## src/sv/hrfp_pkg.sv

```systemverilog
// ----------------------------------------------------------------------------
// hrfp_pkg
// Shared types, constants and helper functions for the HTTP response
// framing parser.
// ----------------------------------------------------------------------------
package hrfp_pkg;

    // Width of the body and chunk byte counters.
    localparam int COUNT_WIDTH = 32;
    // Width of a parsed decimal or hex value: capped at 32 bits.
    localparam int VAL_BITS    = (COUNT_WIDTH < 32) ? COUNT_WIDTH : 32;
    // Product width before the overflow check (value times 16 plus digit).
    localparam int PROD_BITS   = VAL_BITS + 4;

    localparam logic [7:0] CH_CR    = 8'h0D;
    localparam logic [7:0] CH_LF    = 8'h0A;
    localparam logic [7:0] CH_COLON = 8'h3A;
    localparam logic [7:0] CH_SPACE = 8'h20;

    localparam int CL_LEN = 14;
    localparam int TE_LEN = 17;
    localparam int CK_LEN = 7;
    localparam logic [8*CL_LEN-1:0] CL_NAME = "Content-Length";
    localparam logic [8*TE_LEN-1:0] TE_NAME = "Transfer-Encoding";
    localparam logic [8*CK_LEN-1:0] CK_WORD = "chunked";

    // Parser phase, one-hot.
    typedef enum logic [6:0] {
        PH_STATUS  = 7'b0000001,
        PH_HEADERS = 7'b0000010,
        PH_BODY    = 7'b0000100,
        PH_CSIZE   = 7'b0001000,
        PH_CDATA   = 7'b0010000,
        PH_CTAIL   = 7'b0100000,
        PH_LTAIL   = 7'b1000000
    } t_phase;

    typedef enum logic [1:0] {
        EV_FRAMING  = 2'd0,
        EV_PAYLOAD  = 2'd1,
        EV_COMPLETE = 2'd2,
        EV_ERROR    = 2'd3
    } t_event;

    // Position within a header line: name, separator skip, value.
    typedef enum logic [1:0] {
        VP_NAME  = 2'd0,
        VP_SKIP  = 2'd1,
        VP_VALUE = 2'd2
    } t_value_phase;

    // Candidate header names.
    localparam int CAND_CL = 0;
    localparam int CAND_TE = 1;

    function automatic logic [7:0] cl_char(logic [4:0] pos);
        if (pos < 5'(CL_LEN)) begin
            return CL_NAME[8*(CL_LEN-1-int'(pos)) +: 8];
        end
        return 8'h00;
    endfunction

    function automatic logic [7:0] te_char(logic [4:0] pos);
        if (pos < 5'(TE_LEN)) begin
            return TE_NAME[8*(TE_LEN-1-int'(pos)) +: 8];
        end
        return 8'h00;
    endfunction

    function automatic logic [7:0] ck_char(logic [3:0] pos);
        if (pos < 4'(CK_LEN)) begin
            return CK_WORD[8*(CK_LEN-1-int'(pos)) +: 8];
        end
        return 8'h00;
    endfunction

    // Returns {valid, digit}; hex selects base 16.
    function automatic logic [4:0] digit_decode(logic [7:0] c, logic hex);
        logic [7:0] t;
        t = 8'h00;
        if (c >= "0" && c <= "9") begin
            t = c - 8'h30;
            return {1'b1, t[3:0]};
        end
        if (hex && c >= "a" && c <= "f") begin
            t = c - 8'h57;
            return {1'b1, t[3:0]};
        end
        if (hex && c >= "A" && c <= "F") begin
            t = c - 8'h37;
            return {1'b1, t[3:0]};
        end
        return 5'b0_0000;
    endfunction

endpackage

```

## src/sv/http_response_framing_parser_top.sv

```systemverilog
// ----------------------------------------------------------------------------
// http_response_framing_parser_top
// Byte-wide HTTP/1.1 response framing parser: classifies each byte of a
// response stream as framing, payload, message/chunk completion or error.
// ----------------------------------------------------------------------------
// Usage:
//   Input channel: i_valid / o_stall with i_data_byte. A byte transfers on a
//   rising edge with i_valid high and o_stall low.
//   Output channel: o_valid / i_stall with o_event_res and o_payload. One
//   result per input byte, in order.
//   Output: each result is registered and appears in the cycle after its byte transfers.
//   Throughput: one byte per cycle while o_stall is low; all parser state is updated in the same
//   cycle the byte transfers, and the result lands in an output register.
//   Stall: while the result register is full and i_stall is high, o_stall is
//   high and the result holds. When the receiver takes the result, a new
//   byte may transfer in the same cycle.
//   Reset: synchronous, active low. Clears the result register and returns
//   the parser to the status line with no length or chunked mode.
//   Errors: the offending byte gives an error event, and the parser drops
//   all message state and expects a new status line.
// ----------------------------------------------------------------------------
module http_response_framing_parser_top (
    input  logic       i_clk,
    input  logic       i_rst_n,
    input  logic       i_valid,
    output logic       o_stall,
    input  logic [7:0] i_data_byte,
    output logic       o_valid,
    input  logic       i_stall,
    output logic [1:0] o_event_res,
    output logic [7:0] o_payload
);
    import hrfp_pkg::*;

    // Parser state
    t_phase                 r_phase, n_phase;
    logic                   r_cr_seen, n_cr_seen;
    logic [1:0]             r_space_cnt, n_space_cnt;
    logic                   r_line_empty, n_line_empty;
    logic [4:0]             r_name_pos, n_name_pos;
    logic [1:0]             r_name_cand, n_name_cand;
    t_value_phase           r_value_phase, n_value_phase;
    logic [VAL_BITS-1:0]    r_value_acc, n_value_acc;
    logic                   r_value_has_digit, n_value_has_digit;
    logic                   r_value_bad, n_value_bad;
    logic [3:0]             r_word_pos, n_word_pos;
    logic                   r_chunked, n_chunked;
    logic [COUNT_WIDTH-1:0] r_body_len, n_body_len;
    logic [COUNT_WIDTH-1:0] r_bytes_rem, n_bytes_rem;

    // Result register
    logic                   r_valid;
    t_event                 r_event, n_event;
    logic [7:0]             r_payload, n_payload;

    logic                   w_in_xfer;
    logic                   w_err;
    logic                   w_clr_line;
    logic                   w_clr_msg;
    logic [4:0]             w_digit;
    logic [PROD_BITS-1:0]   w_acc_ext;
    logic [PROD_BITS-1:0]   w_acc_next;
    logic                   w_acc_ovf;
    logic [COUNT_WIDTH-1:0] w_rem_dec;
    logic [COUNT_WIDTH-1:0] w_acc_cnt;
    logic [7:0]             c;

    assign c         = i_data_byte;
    assign o_stall   = r_valid && i_stall;
    assign w_in_xfer = i_valid && !o_stall;

    // Digit accumulation: hex in chunk size lines, decimal in header values.
    assign w_digit    = digit_decode(c, r_phase == PH_CSIZE);
    assign w_acc_ext  = PROD_BITS'(r_value_acc);
    assign w_acc_next = ((r_phase == PH_CSIZE) ? (w_acc_ext << 4)
                                               : ((w_acc_ext << 3) + (w_acc_ext << 1)))
                        + PROD_BITS'(w_digit[3:0]);
    assign w_acc_ovf  = (w_acc_next[PROD_BITS-1:VAL_BITS] != '0);
    assign w_acc_cnt  = COUNT_WIDTH'(r_value_acc);
    assign w_rem_dec  = (r_bytes_rem != '0) ? (r_bytes_rem - 1'b1) : '0;

    always_comb begin
        n_phase           = r_phase;
        n_cr_seen         = r_cr_seen;
        n_space_cnt       = r_space_cnt;
        n_line_empty      = r_line_empty;
        n_name_pos        = r_name_pos;
        n_name_cand       = r_name_cand;
        n_value_phase     = r_value_phase;
        n_value_acc       = r_value_acc;
        n_value_has_digit = r_value_has_digit;
        n_value_bad       = r_value_bad;
        n_word_pos        = r_word_pos;
        n_chunked         = r_chunked;
        n_body_len        = r_body_len;
        n_bytes_rem       = r_bytes_rem;
        n_event           = EV_FRAMING;
        n_payload         = 8'h00;
        w_err             = 1'b0;
        w_clr_line        = 1'b0;
        w_clr_msg         = 1'b0;

        if (r_phase == PH_BODY || r_phase == PH_CDATA) begin
            n_payload   = c;
            n_bytes_rem = w_rem_dec;
            if (r_phase == PH_BODY) begin
                if (w_rem_dec == '0) begin
                    n_event   = EV_COMPLETE;
                    w_clr_msg = 1'b1;
                end else begin
                    n_event = EV_PAYLOAD;
                end
            end else begin
                n_event = EV_PAYLOAD;
                if (w_rem_dec == '0) begin
                    n_phase    = PH_CTAIL;
                    w_clr_line = 1'b1;
                end
            end
        end else if (r_cr_seen) begin
            if (c != CH_LF) begin
                w_err = 1'b1;
            end else begin
                unique case (r_phase)
                    PH_STATUS: begin
                        if (r_space_cnt >= 2'd2) begin
                            n_phase    = PH_HEADERS;
                            w_clr_line = 1'b1;
                        end else begin
                            w_err = 1'b1;
                        end
                    end
                    PH_HEADERS: begin
                        if (r_line_empty) begin
                            w_clr_line = 1'b1;
                            if (r_body_len != '0) begin
                                n_bytes_rem = r_body_len;
                                n_phase     = PH_BODY;
                            end else if (r_chunked) begin
                                n_phase = PH_CSIZE;
                            end else begin
                                n_event   = EV_COMPLETE;
                                w_clr_msg = 1'b1;
                            end
                        end else if (r_value_phase == VP_NAME) begin
                            // line without a colon: ignore it
                            w_clr_line = 1'b1;
                        end else if (r_name_cand[CAND_CL]) begin
                            if (!r_value_has_digit || r_value_bad) begin
                                w_err = 1'b1;
                            end else begin
                                n_body_len = w_acc_cnt;
                                w_clr_line = 1'b1;
                            end
                        end else begin
                            if (r_name_cand[CAND_TE] && !r_value_bad
                                && r_word_pos == 4'(CK_LEN)) begin
                                n_chunked = 1'b1;
                            end
                            w_clr_line = 1'b1;
                        end
                    end
                    PH_CSIZE: begin
                        if (!r_value_has_digit || r_value_bad) begin
                            w_err = 1'b1;
                        end else begin
                            w_clr_line = 1'b1;
                            if (w_acc_cnt == '0) begin
                                n_phase = PH_LTAIL;
                            end else begin
                                n_bytes_rem = w_acc_cnt;
                                n_phase     = PH_CDATA;
                            end
                        end
                    end
                    PH_CTAIL: begin
                        n_event    = EV_COMPLETE;
                        n_phase    = PH_CSIZE;
                        w_clr_line = 1'b1;
                    end
                    PH_LTAIL: begin
                        n_event   = EV_COMPLETE;
                        w_clr_msg = 1'b1;
                    end
                    default: begin
                        w_err = 1'b1;
                    end
                endcase
            end
        end else if (c == CH_CR) begin
            n_cr_seen = 1'b1;
        end else begin
            n_line_empty = 1'b0;
            unique case (r_phase)
                PH_STATUS: begin
                    if (c == CH_SPACE && r_space_cnt < 2'd2) begin
                        n_space_cnt = r_space_cnt + 2'd1;
                    end
                end
                PH_HEADERS: begin
                    if (r_value_phase == VP_NAME) begin
                        if (c == CH_COLON) begin
                            if (r_name_pos != 5'(CL_LEN)) n_name_cand[CAND_CL] = 1'b0;
                            if (r_name_pos != 5'(TE_LEN)) n_name_cand[CAND_TE] = 1'b0;
                            n_value_phase = VP_SKIP;
                        end else begin
                            if (r_name_pos >= 5'(CL_LEN) || c != cl_char(r_name_pos)) begin
                                n_name_cand[CAND_CL] = 1'b0;
                            end
                            if (r_name_pos >= 5'(TE_LEN) || c != te_char(r_name_pos)) begin
                                n_name_cand[CAND_TE] = 1'b0;
                            end
                            if (r_name_pos != 5'd31) n_name_pos = r_name_pos + 5'd1;
                        end
                    end else if (r_value_phase == VP_SKIP) begin
                        n_value_phase = VP_VALUE;
                    end else begin
                        if (r_name_cand[CAND_CL]) begin
                            if (!w_digit[4]) begin
                                n_value_bad = 1'b1;
                            end else begin
                                n_value_has_digit = 1'b1;
                                if (!r_value_bad) begin
                                    if (w_acc_ovf) n_value_bad = 1'b1;
                                    else n_value_acc = w_acc_next[VAL_BITS-1:0];
                                end
                            end
                        end
                        if (r_name_cand[CAND_TE]) begin
                            if (r_word_pos >= 4'(CK_LEN) || c != ck_char(r_word_pos)) begin
                                n_value_bad = 1'b1;
                            end
                            if (r_word_pos != 4'd15) n_word_pos = r_word_pos + 4'd1;
                        end
                    end
                end
                PH_CSIZE: begin
                    if (!w_digit[4]) begin
                        n_value_bad = 1'b1;
                    end else begin
                        n_value_has_digit = 1'b1;
                        if (!r_value_bad) begin
                            if (w_acc_ovf) n_value_bad = 1'b1;
                            else n_value_acc = w_acc_next[VAL_BITS-1:0];
                        end
                    end
                end
                default: begin
                    // chunk tails accept only CR LF
                    w_err = 1'b1;
                end
            endcase
        end

        if (w_err) begin
            n_event   = EV_ERROR;
            n_payload = 8'h00;
            w_clr_msg = 1'b1;
        end

        if (w_clr_line || w_clr_msg) begin
            n_cr_seen         = 1'b0;
            n_space_cnt       = 2'd0;
            n_line_empty      = 1'b1;
            n_name_pos        = 5'd0;
            n_name_cand       = 2'b11;
            n_value_phase     = VP_NAME;
            n_value_acc       = '0;
            n_value_has_digit = 1'b0;
            n_value_bad       = 1'b0;
            n_word_pos        = 4'd0;
        end
        if (w_clr_msg) begin
            n_phase     = PH_STATUS;
            n_chunked   = 1'b0;
            n_body_len  = '0;
            n_bytes_rem = '0;
        end
    end

    always_ff @(posedge i_clk) begin
        if (!i_rst_n) begin
            r_phase           <= PH_STATUS;
            r_cr_seen         <= 1'b0;
            r_space_cnt       <= 2'd0;
            r_line_empty      <= 1'b1;
            r_name_pos        <= 5'd0;
            r_name_cand       <= 2'b11;
            r_value_phase     <= VP_NAME;
            r_value_acc       <= '0;
            r_value_has_digit <= 1'b0;
            r_value_bad       <= 1'b0;
            r_word_pos        <= 4'd0;
            r_chunked         <= 1'b0;
            r_body_len        <= '0;
            r_bytes_rem       <= '0;
        end else if (w_in_xfer) begin
            r_phase           <= n_phase;
            r_cr_seen         <= n_cr_seen;
            r_space_cnt       <= n_space_cnt;
            r_line_empty      <= n_line_empty;
            r_name_pos        <= n_name_pos;
            r_name_cand       <= n_name_cand;
            r_value_phase     <= n_value_phase;
            r_value_acc       <= n_value_acc;
            r_value_has_digit <= n_value_has_digit;
            r_value_bad       <= n_value_bad;
            r_word_pos        <= n_word_pos;
            r_chunked         <= n_chunked;
            r_body_len        <= n_body_len;
            r_bytes_rem       <= n_bytes_rem;
        end
    end

    always_ff @(posedge i_clk) begin
        if (!i_rst_n) begin
            r_valid <= 1'b0;
        end else if (w_in_xfer) begin
            r_valid <= 1'b1;
        end else if (!i_stall) begin
            r_valid <= 1'b0;
        end
    end

    // Result payload: hold while stalled
    always_ff @(posedge i_clk) begin
        if (w_in_xfer) begin
            r_event   <= n_event;
            r_payload <= n_payload;
        end
    end

    assign o_valid     = r_valid;
    assign o_event_res = r_event;
    assign o_payload   = r_payload;

    // A transferred byte always yields a result in the next cycle.
    a_result_follows: assert property (@(posedge i_clk) disable iff (!i_rst_n)
        w_in_xfer |=> r_valid)
        else $error("no result after input transfer");

    // Counted and chunk data phases never sit with nothing left to count.
    a_count_live: assert property (@(posedge i_clk) disable iff (!i_rst_n)
        (r_phase == PH_BODY || r_phase == PH_CDATA) |-> (r_bytes_rem != '0))
        else $error("data phase with zero bytes remaining");

    // An error drops the parser back to the status line with modes cleared.
    a_error_recovers: assert property (@(posedge i_clk) disable iff (!i_rst_n)
        (w_in_xfer && w_err) |=>
            (r_phase == PH_STATUS && !r_chunked && r_body_len == '0
             && r_event == EV_ERROR))
        else $error("error did not clear message state");

endmodule
```

## config.mk

```make
export PLATFORM = sky130hd
export DESIGN_NAME = http_response_framing_parser_top
export DESIGN_NICKNAME = d
export VERILOG_FILES = /design/src/sv/hrfp_pkg.sv /design/src/sv/http_response_framing_parser_top.sv
export SDC_FILE = /design/constraint.sdc
export NUM_CORES = 1
export LEC_CHECK = 0
export BUFFER_PORTS_ARGS = -buffer_cell sky130_fd_sc_hd__buf_2
export CORE_MARGIN = 10
export CORE_UTILIZATION = 45
export CTS_BUF_LIST = sky130_fd_sc_hd__clkbuf_8
export CTS_CLUSTER_SIZE = 12
export DETAILED_ROUTE_END_ITERATION = 10
export GPL_ROUTABILITY_DRIVEN = 1
export PLACE_DENSITY = 0.63
export SYNTH_ARGS = -nofsm -noshare
export SYNTH_HDL_FRONTEND = slang
export SYNTH_SLANG_ARGS = --single-unit
```

## constraint.sdc

```tcl
create_clock -name i_clk -period 12.5 [get_ports i_clk]
set_input_delay 1.875 -clock i_clk [delete_from_list [all_inputs] [get_ports i_clk]]
set_output_delay 1.875 -clock i_clk [all_outputs]
set_load 0.05 [all_outputs]
```

==> summary.md, run 1 <==
| Metric | Value |
|---|---|
| Clock buffer depth | `2` |
| Number of port buffers | `23` |
| Setup violators final | `0` |
| Tot GR Track Use | `0.2277` |
| H-tree depth | `4` |
| NetSw | `approximately 0.55 mW` |
| Layout area overhead | `4.567%` |
| Largest cells by area after synthesis | `dfxtp_1, nand2_1, a21oi_1` |
| Worst Max-Slew Pin Slew | `roughly 1.2 ns` |
| RSZ-0062 raised after global routing | `no` |
| Tmin final | `around 6.5 ns` |
| Largest net degree at the start of global routing | `78` |
| Initial antenna violation count | `0` |
| CP Class | `in -> reg` |
| Main flop type after synthesis | `dfxtp_1` |
| DR iter-0 viols | `approximately 1.4k` |
| Final ANT Viol Nets | `0` |
| Setup skew after layout | `about 0.012 ns` |
| Seq cells post-synth | `roughly 130` |
| Wire length of the first global-routing pass | `between 60 and 70 mm` |
| Final Hold Viols | `0` |
| Pwr per Cell Area | `between 100 and 150 nW/um2` |
| Seq/Total Area, Yosys | `0.2298` |
| TritonCTS Sinks | `134` |
| CP max FO | `26` |
| Die area | `~34,000 um2` |
| Drt first pass iters | `6` |
| DP Area | `about 12,000 um2` |
| GRT overflow | `0` |
| Clock share of power | `0.307` |
| Fmax | `roughly 0.15 GHz` |
| Clock latency on the worst-skew pair | `0.48 ns` |
| Syn_area_per_cell | `~7.3 um2` |
| DRC viols | `0` |
| Clock root cell | `clkbuf_8` |
| Post-synth top area cell | `dfxtp_1` |
| Post-route cell area | `12,660 um2` |
| Wirelength per Cell | `20.24 um` |
| Vias after detailed routing | `~13k` |
| Total internal power | `approximately 0.73 mW` |
| Initial core utilization | `0.4608` |
| Layout cells sized above 1 | `0.08769` |
| Syn. warnings | `0` |
| Asr flop ratio synth | `0` |
| Comb power frac | `0.331` |
| HP Class | `reg -> reg` |
| Vias in the first global route | `around 11k` |
| Via/cell ratio | `roughly 6.5` |
| Inserted Diodes | `0` |
| Sum of negative setup slack | `0 ns` |
| Core Region | `approximately 26,000 um2` |
| Max VDD drop | `0.1365 mV` |
| Outcome | `finished, final reports clean` |
| Cells after Synth | `roughly 1.7k` |
| CTS tree | `built` |
| Fin cells | `~1.9k` |
| Postcts setup bufs | `0` |
| Period Utilization, post-route | `0.5223` |
| Rows | `59` |
| EDFF count, synth | `10` |
| Max Transition Viols Final | `0` |
| Synth Cell Area | `roughly 12,000 um2` |
| Post_cts resized | `0` |
| Yosys cell types | `95` |
| Post-DP HPWL | `~28 mm` |
| Fin nets | `about 1.7k` |
| Dpl cells | `1,911` |
| Num CTS Buffers | `17` |
| WL final | `between 30 and 40 mm` |
| GPL Wtd Cong | `0.9294` |
| Die H | `between 150 and 200 um` |
| Static leakage | `between 4 and 5 nW` |
| Critical path startpoint category | `input pin` |
| Overall power | `roughly 1.3 mW` |
| Worst Path Arrival | `6.92 ns` |
| Clock transition at path regs | `0.08 ns` |
| Sw Ratio | `0.4318` |
| Net Count, Synth | `1,727` |
| Post-CTS Hold Fix Bufs | `0` |
| Crit path capture type | `flop` |
| Max-cap viol count | `0` |
| Required @ worst endpoint | `12.89 ns` |
| I/O pins | `24` |
| Sequential Power Share | `0.362` |
| Die X | `roughly 180 um` |
| Worst rel slew slack | `0.2115` |
| Top cell type's share of synthesized area | `0.2050` |
-- through the flow --
step                      hold WS (ns)  setup WS (ns)  utilization
after floorplan                 0.4323          6.333            -
after detailed placement        0.4707          5.548       0.4660
after global routing            0.5084          5.545       0.4818
after global placement          0.4494          5.780       0.4660
after CTS                       0.4895          6.021       0.4818
final                           0.4810          5.971       0.4818
-- registers in the layout, indices dropped and copies added (netlist names) --
register           count
o_event_res            2
o_payload              8
o_valid                1
r_body_len            32
r_bytes_rem           32
r_chunked              1
r_cr_seen              1
r_line_empty           1
r_name_cand            2
r_name_pos             5
r_phase                7
r_space_cnt            2
r_value_acc           32
r_value_bad            1
r_value_has_digit      1
r_value_phase          2
r_word_pos             4
-- logic make-up after synthesis --
kind of cell    Yosys count  share of synthesized area
fa+ha+maj                49                    0.05187
flops                   134                     0.2298
buf+inv                 162                    0.05652
compound gates          480                     0.2712
simple gates            735                     0.3112
mux                      22                    0.01860
xor+xnor                 84                    0.06076
-- worst max-delay path: stages --
cell and delay (ns):
buf_2 0.23, inv_1 0.19, ha_1 0.25, nand2_1 0.06
nand4_1 0.14, nor2_1 0.24, nand2_1 0.08, o21ai_0 0.35
fa_1 0.29, a21oi_1 0.09, nor3_1 0.26, nand3b_1 0.28
nor2_1 0.31, nand4b_4 0.17, nor4_2 0.41, a31oi_1 0.12
or4_1 0.75, or2_1 0.32, buf_4 0.26, o211ai_1 0.21
-- power groups by stage --
stage | clock network [mW] | registers, mW | logic [mW]
2_1_floorplan | 0 | 0.481 | 0.294
3_3_place_gp | 0 | 0.474 | 0.413
3_5_place_dp | 0 | 0.474 | 0.415
4_1_cts | 0.399 | 0.464 | 0.416
5_1_grt | 0.416 | 0.467 | 0.457
6_report | 0.394 | 0.464 | 0.425
-- layout by cell type, fill, tap and decap left out, types with 16 or more instances in the layout --
master	count
nor4_1	35
nor3_1	50
o211ai_2	20
a21o_1	19
o211ai_1	17
o22ai_1	17
inv_1	31
dfxtp_1	124
nand4_1	70
a21oi_1	122
buf_2	22
a211oi_1	18
and3_1	16
nand3_1	117
and2_1	20
a31oi_1	23
ha_1	47
xor2_1	29
xnor2_1	55
mux2i_1	18
nand2_1	203
buf_4	18
o21ai_0	103
clkbuf_8	17
nor2_1	128
-- final cells by class --
| cell class | count | area, um2 |
|---|---|---|
| clock buffer | 17 | 234.0 |
| clock inverter | 15 | 181.4 |
| fill | 2683 | 13620 |
| inverter | 32 | 120.1 |
| multi-input combinational | 1370 | 8680 |
| sequential | 134 | 2783 |
| tap | 335 | 419.2 |
| timing repair buffer | 40 | 245.2 |
-- cell usage after synthesis, drive strengths merged, types with 8 or more instances --
| master | count |
|---|---|
| o211ai | 37 |
| and2 | 21 |
| nor2 | 128 |
| a21oi | 123 |
| nand2 | 204 |
| a31oi | 25 |
| and3 | 16 |
| xor2 | 29 |
| a211oi | 19 |
| nand4 | 70 |
| buf | 42 |
| nor3 | 52 |
| a2111oi | 9 |
| a221oi | 8 |
| o21ai | 111 |
| inv | 31 |
| nand3 | 117 |
| a21boi | 9 |
| nand2b | 8 |
| edfxtp | 10 |
| or4 | 11 |
| nor4 | 41 |
| o31ai | 10 |
| mux2i | 18 |
| or3 | 13 |
| xnor2 | 55 |
| o22ai | 17 |
| nor2b | 10 |
| dfxtp | 124 |
| ha | 47 |
| a21o | 19 |
| and4 | 10 |
| nand4b | 9 |
| clkbuf | 88 |
-- final timing paths --
check,slack [ns],startpoint,to,cells after the start
setup reg to reg,6.75,r_phase[3],r_value_acc[31],17
hold / removal,0.48,r_chunked,r_chunked,2
setup / recovery,5.97,i_data_byte[0],r_value_acc[31],20
hold reg to reg,0.48,r_chunked,r_chunked,2
-- layer usage --
metal,share of wire,global-route usage
met1,0.49,0.3399
met5,0,0
met4,0.016,0.05113
met3,0.072,0.03834
met2,0.42,0.3297
(Power assumes the default switching activity.)
==> run 2, diff against run 1 <==
Settings changed: ABC_AREA set to 1.
Clock period 12.5 ns to 6.67 ns, I/O delays scaled along.
==> summary.md, run 2 <==
| Metric | Value |
|---|---|
| Postcts setup bufs | `0` |
| Fin nets | `about 2.3k` |
| Yosys cell types | `50` |
| Vias after detailed routing | `14.50k` |
| Vias in the first global route | `12.80k` |
| DRC viols | `0` |
| Max VDD drop | `0.3289 mV` |
| Die area | `roughly 36,000 um2` |
| Tmin final | `~5.4 ns` |
| Crit path capture type | `flop` |
| Wirelength per Cell | `between 15 and 20 um` |
| I/O pins | `24` |
| GRT overflow | `0` |
| Cells after Synth | `between 2k and 2.5k` |
| DR iter-0 viols | `about 1.4k` |
| Most common cell on crit path | `nand2_1` |
| DP Area | `13,400 um2` |
| Worst rel slew slack | `0.2006` |
| Setup skew after layout | `0.03044 ns` |
| Post-DP HPWL | `approximately 33 mm` |
| Setup violators final | `0` |
| Max-cap viol count | `0` |
| EDFF count, synth | `10` |
| Pwr per Cell Area | `576.8 nW/um2` |
| Commonest non-fill, non-tap cell in the layout | `nand2_1` |
| Most common cell in the synthesized netlist | `nand2_1` |
| Worst Max-Slew Pin Slew | `approximately 1.2 ns` |
| CP max FO | `31` |
| Crit path buf inv count | `6` |
| Crit path max-delay family | `simple AND/OR/NAND/NOR gates` |
| Main flop type after synthesis | `dfxtp_1` |
| Die X | `around 190 um` |
| Overall power | `7.968 mW` |
| Post-route cell area | `around 14,000 um2` |
| GPL Wtd Cong | `0.9465` |
| Max Transition Viols Final | `0` |
| HP Class | `reg -> reg` |
| Clock root cell | `clkbuf_8` |
| Clock buffer depth | `2` |
| Largest cells by area after synthesis | `nand2_1, dfxtp_1, inv_1` |
| Commonest non-fill, non-tap cells in the layout | `nand2_1, inv_1, nor2_1, nand3_1, a21oi_1` |
| Initial core utilization | `0.4566` |
| DP Worst Slack | `between 0.8 and 0.9 ns` |
| Required @ worst endpoint | `~7 ns` |
| Critical path startpoint category | `input pin` |
| Rows | `between 60 and 70` |
| TritonCTS Sinks | `134` |
| Period Utilization, post-route | `0.8081` |
| Sum of negative setup slack | `0 ns` |
| Inserted Diodes | `0` |
| Via/cell ratio | `5.420` |
| Core Region | `around 29,000 um2` |
| Final Hold Viols | `0` |
| Post-synth top area cell | `nand2_1` |
| Largest net degree at the start of global routing | `a little over 70` |
| Drt first pass iters | `6` |
| Tot GR Track Use | `0.2335` |
| Net Count, Synth | `~2.4k` |
| Max incr delay on CP | `0.43 ns` |
| Final ANT Viol Nets | `0` |
| CP Class | `in -> reg` |
| FILL cells | `between 3k and 4k` |
| Clock transition at path regs | `roughly 0.080 ns` |
| R2R Setup Slk | `1.46 ns` |
| Top Registers | `r_body_len (32), r_bytes_rem (32), r_value_acc (32)` |
| Die H | `about 190 um` |
| Slowest cell on crit path | `a311oi_1` |
| Top cell type's share of synthesized area | `0.1902` |
| Static leakage | `roughly 6.8 nW` |
| CTS tree | `built` |
| Wire length of the first global-routing pass | `a little under 70 mm` |
| Slack of the critical path | `~1.3 ns` |
| Asr flop ratio synth | `0` |
| Most instantiated cells after synthesis | `nand2_1, inv_1, nor2_1, nand3_1, a21oi_1` |
| Post_cts resized | `0` |
| Post-CTS Hold Fix Bufs | `0` |
| Layout cells sized above 1 | `0.06809` |
| Number of port buffers | `23` |
| Layout area overhead | `5.132%` |
| Seq cells post-synth | `~130` |
| Seq/Total Area, Yosys | `0.2118` |
| Initial antenna violation count | `0` |
| H-tree depth | `4` |
| WL final | `about 43 mm` |
| RSZ-0062 raised after global routing | `no` |
| Num CTS Buffers | `17` |
| Clock latency on the worst-skew pair | `approximately 0.5 ns` |
| Syn. warnings | `0` |
| Syn_area_per_cell | `roughly 5.7 um2` |
| Worst Path Arrival | `around 5.8 ns` |
| Fmax | `0.1855 GHz` |
| Synth Cell Area | `~13,000 um2` |
| Outcome | `finished, final reports clean` |
==> run 2: cell types whose count changed after synthesis, sizes merged, moves of 29 or more <==
cell    previous run  this run
nand2            204       676
inv               31       353
nor2             128       290
nand3            117       211
clkbuf            88        30
xnor2             55         4
a21oi            123       152
==> run 2: final cells by class <==
| class | count | area [um2] | share of cell area |
|---|---|---|---|
| well taps | 384 | 480.5 | 0.03478 |
| inverters | 355 | 1335 | 0.09664 |
| clock inverters | 14 | 166.4 | 0.01205 |
| repair buffers | 31 | 175.2 | 0.01268 |
| flip-flops and latches | 134 | 2783 | 0.2014 |
| clock buffers | 18 | 247.7 | 0.01793 |
| multi-input cells | 1739 | 8627 | 0.6245 |
==> run 2: per-stage QoR <==
stage                       util  hold slack (ns)  cells
after global routing      0.4800           0.5036   2675
after CTS                 0.4800           0.4636   2675
after detailed placement  0.4656           0.4518   2643
after floorplan                -           0.4330   2303
after global placement    0.4656           0.4449   2643
final                     0.4800           0.4706   2675
==> run 2: path summary, 6_finish.rpt <==
path	from	endpoint	depth (start not counted)
max	i_data_byte[1]	r_value_acc[24]	32
min	r_value_has_digit	r_value_has_digit	2
max reg2reg	r_phase[0]	r_value_acc[24]	32
min reg2reg	r_value_has_digit	r_value_has_digit	2
==> run 2: where the power goes <==
part / internal, mW / switching (mW)
clock network: 0.353 / 0.395
registers: 1.15 / 0.408
logic: 1.72 / 3.94
==> run 2: cells by family (layout without fill, tap and decap cells) <==
family | Yosys count | in the layout | share of synthesized area
and+or+nand+nor | 1308 | 1308 | 0.4319
buffers and inverters | 430 | 418 | 0.1323
AOI/OAI and AO/OA | 354 | 354 | 0.1576
DFF | 134 | 134 | 0.2118
adders and majority gates | 49 | 49 | 0.04780
xor gates and xnor gates | 28 | 28 | 0.01866
==> run 2: layer usage <==
layer  vias up  track usage  wire length, um
li1       7422            -                -
met1      6610       0.3203            20370
met2       411       0.3737            19790
met3        55      0.02999             2139
met4         0      0.06723              990
met5         -            0                0
==> run 2: worst min-delay path, cell delays in order (launching register included) <==
cell and delay (ns):
dfxtp_1 0.30, inv_1 0.06, a21oi_1 0.06
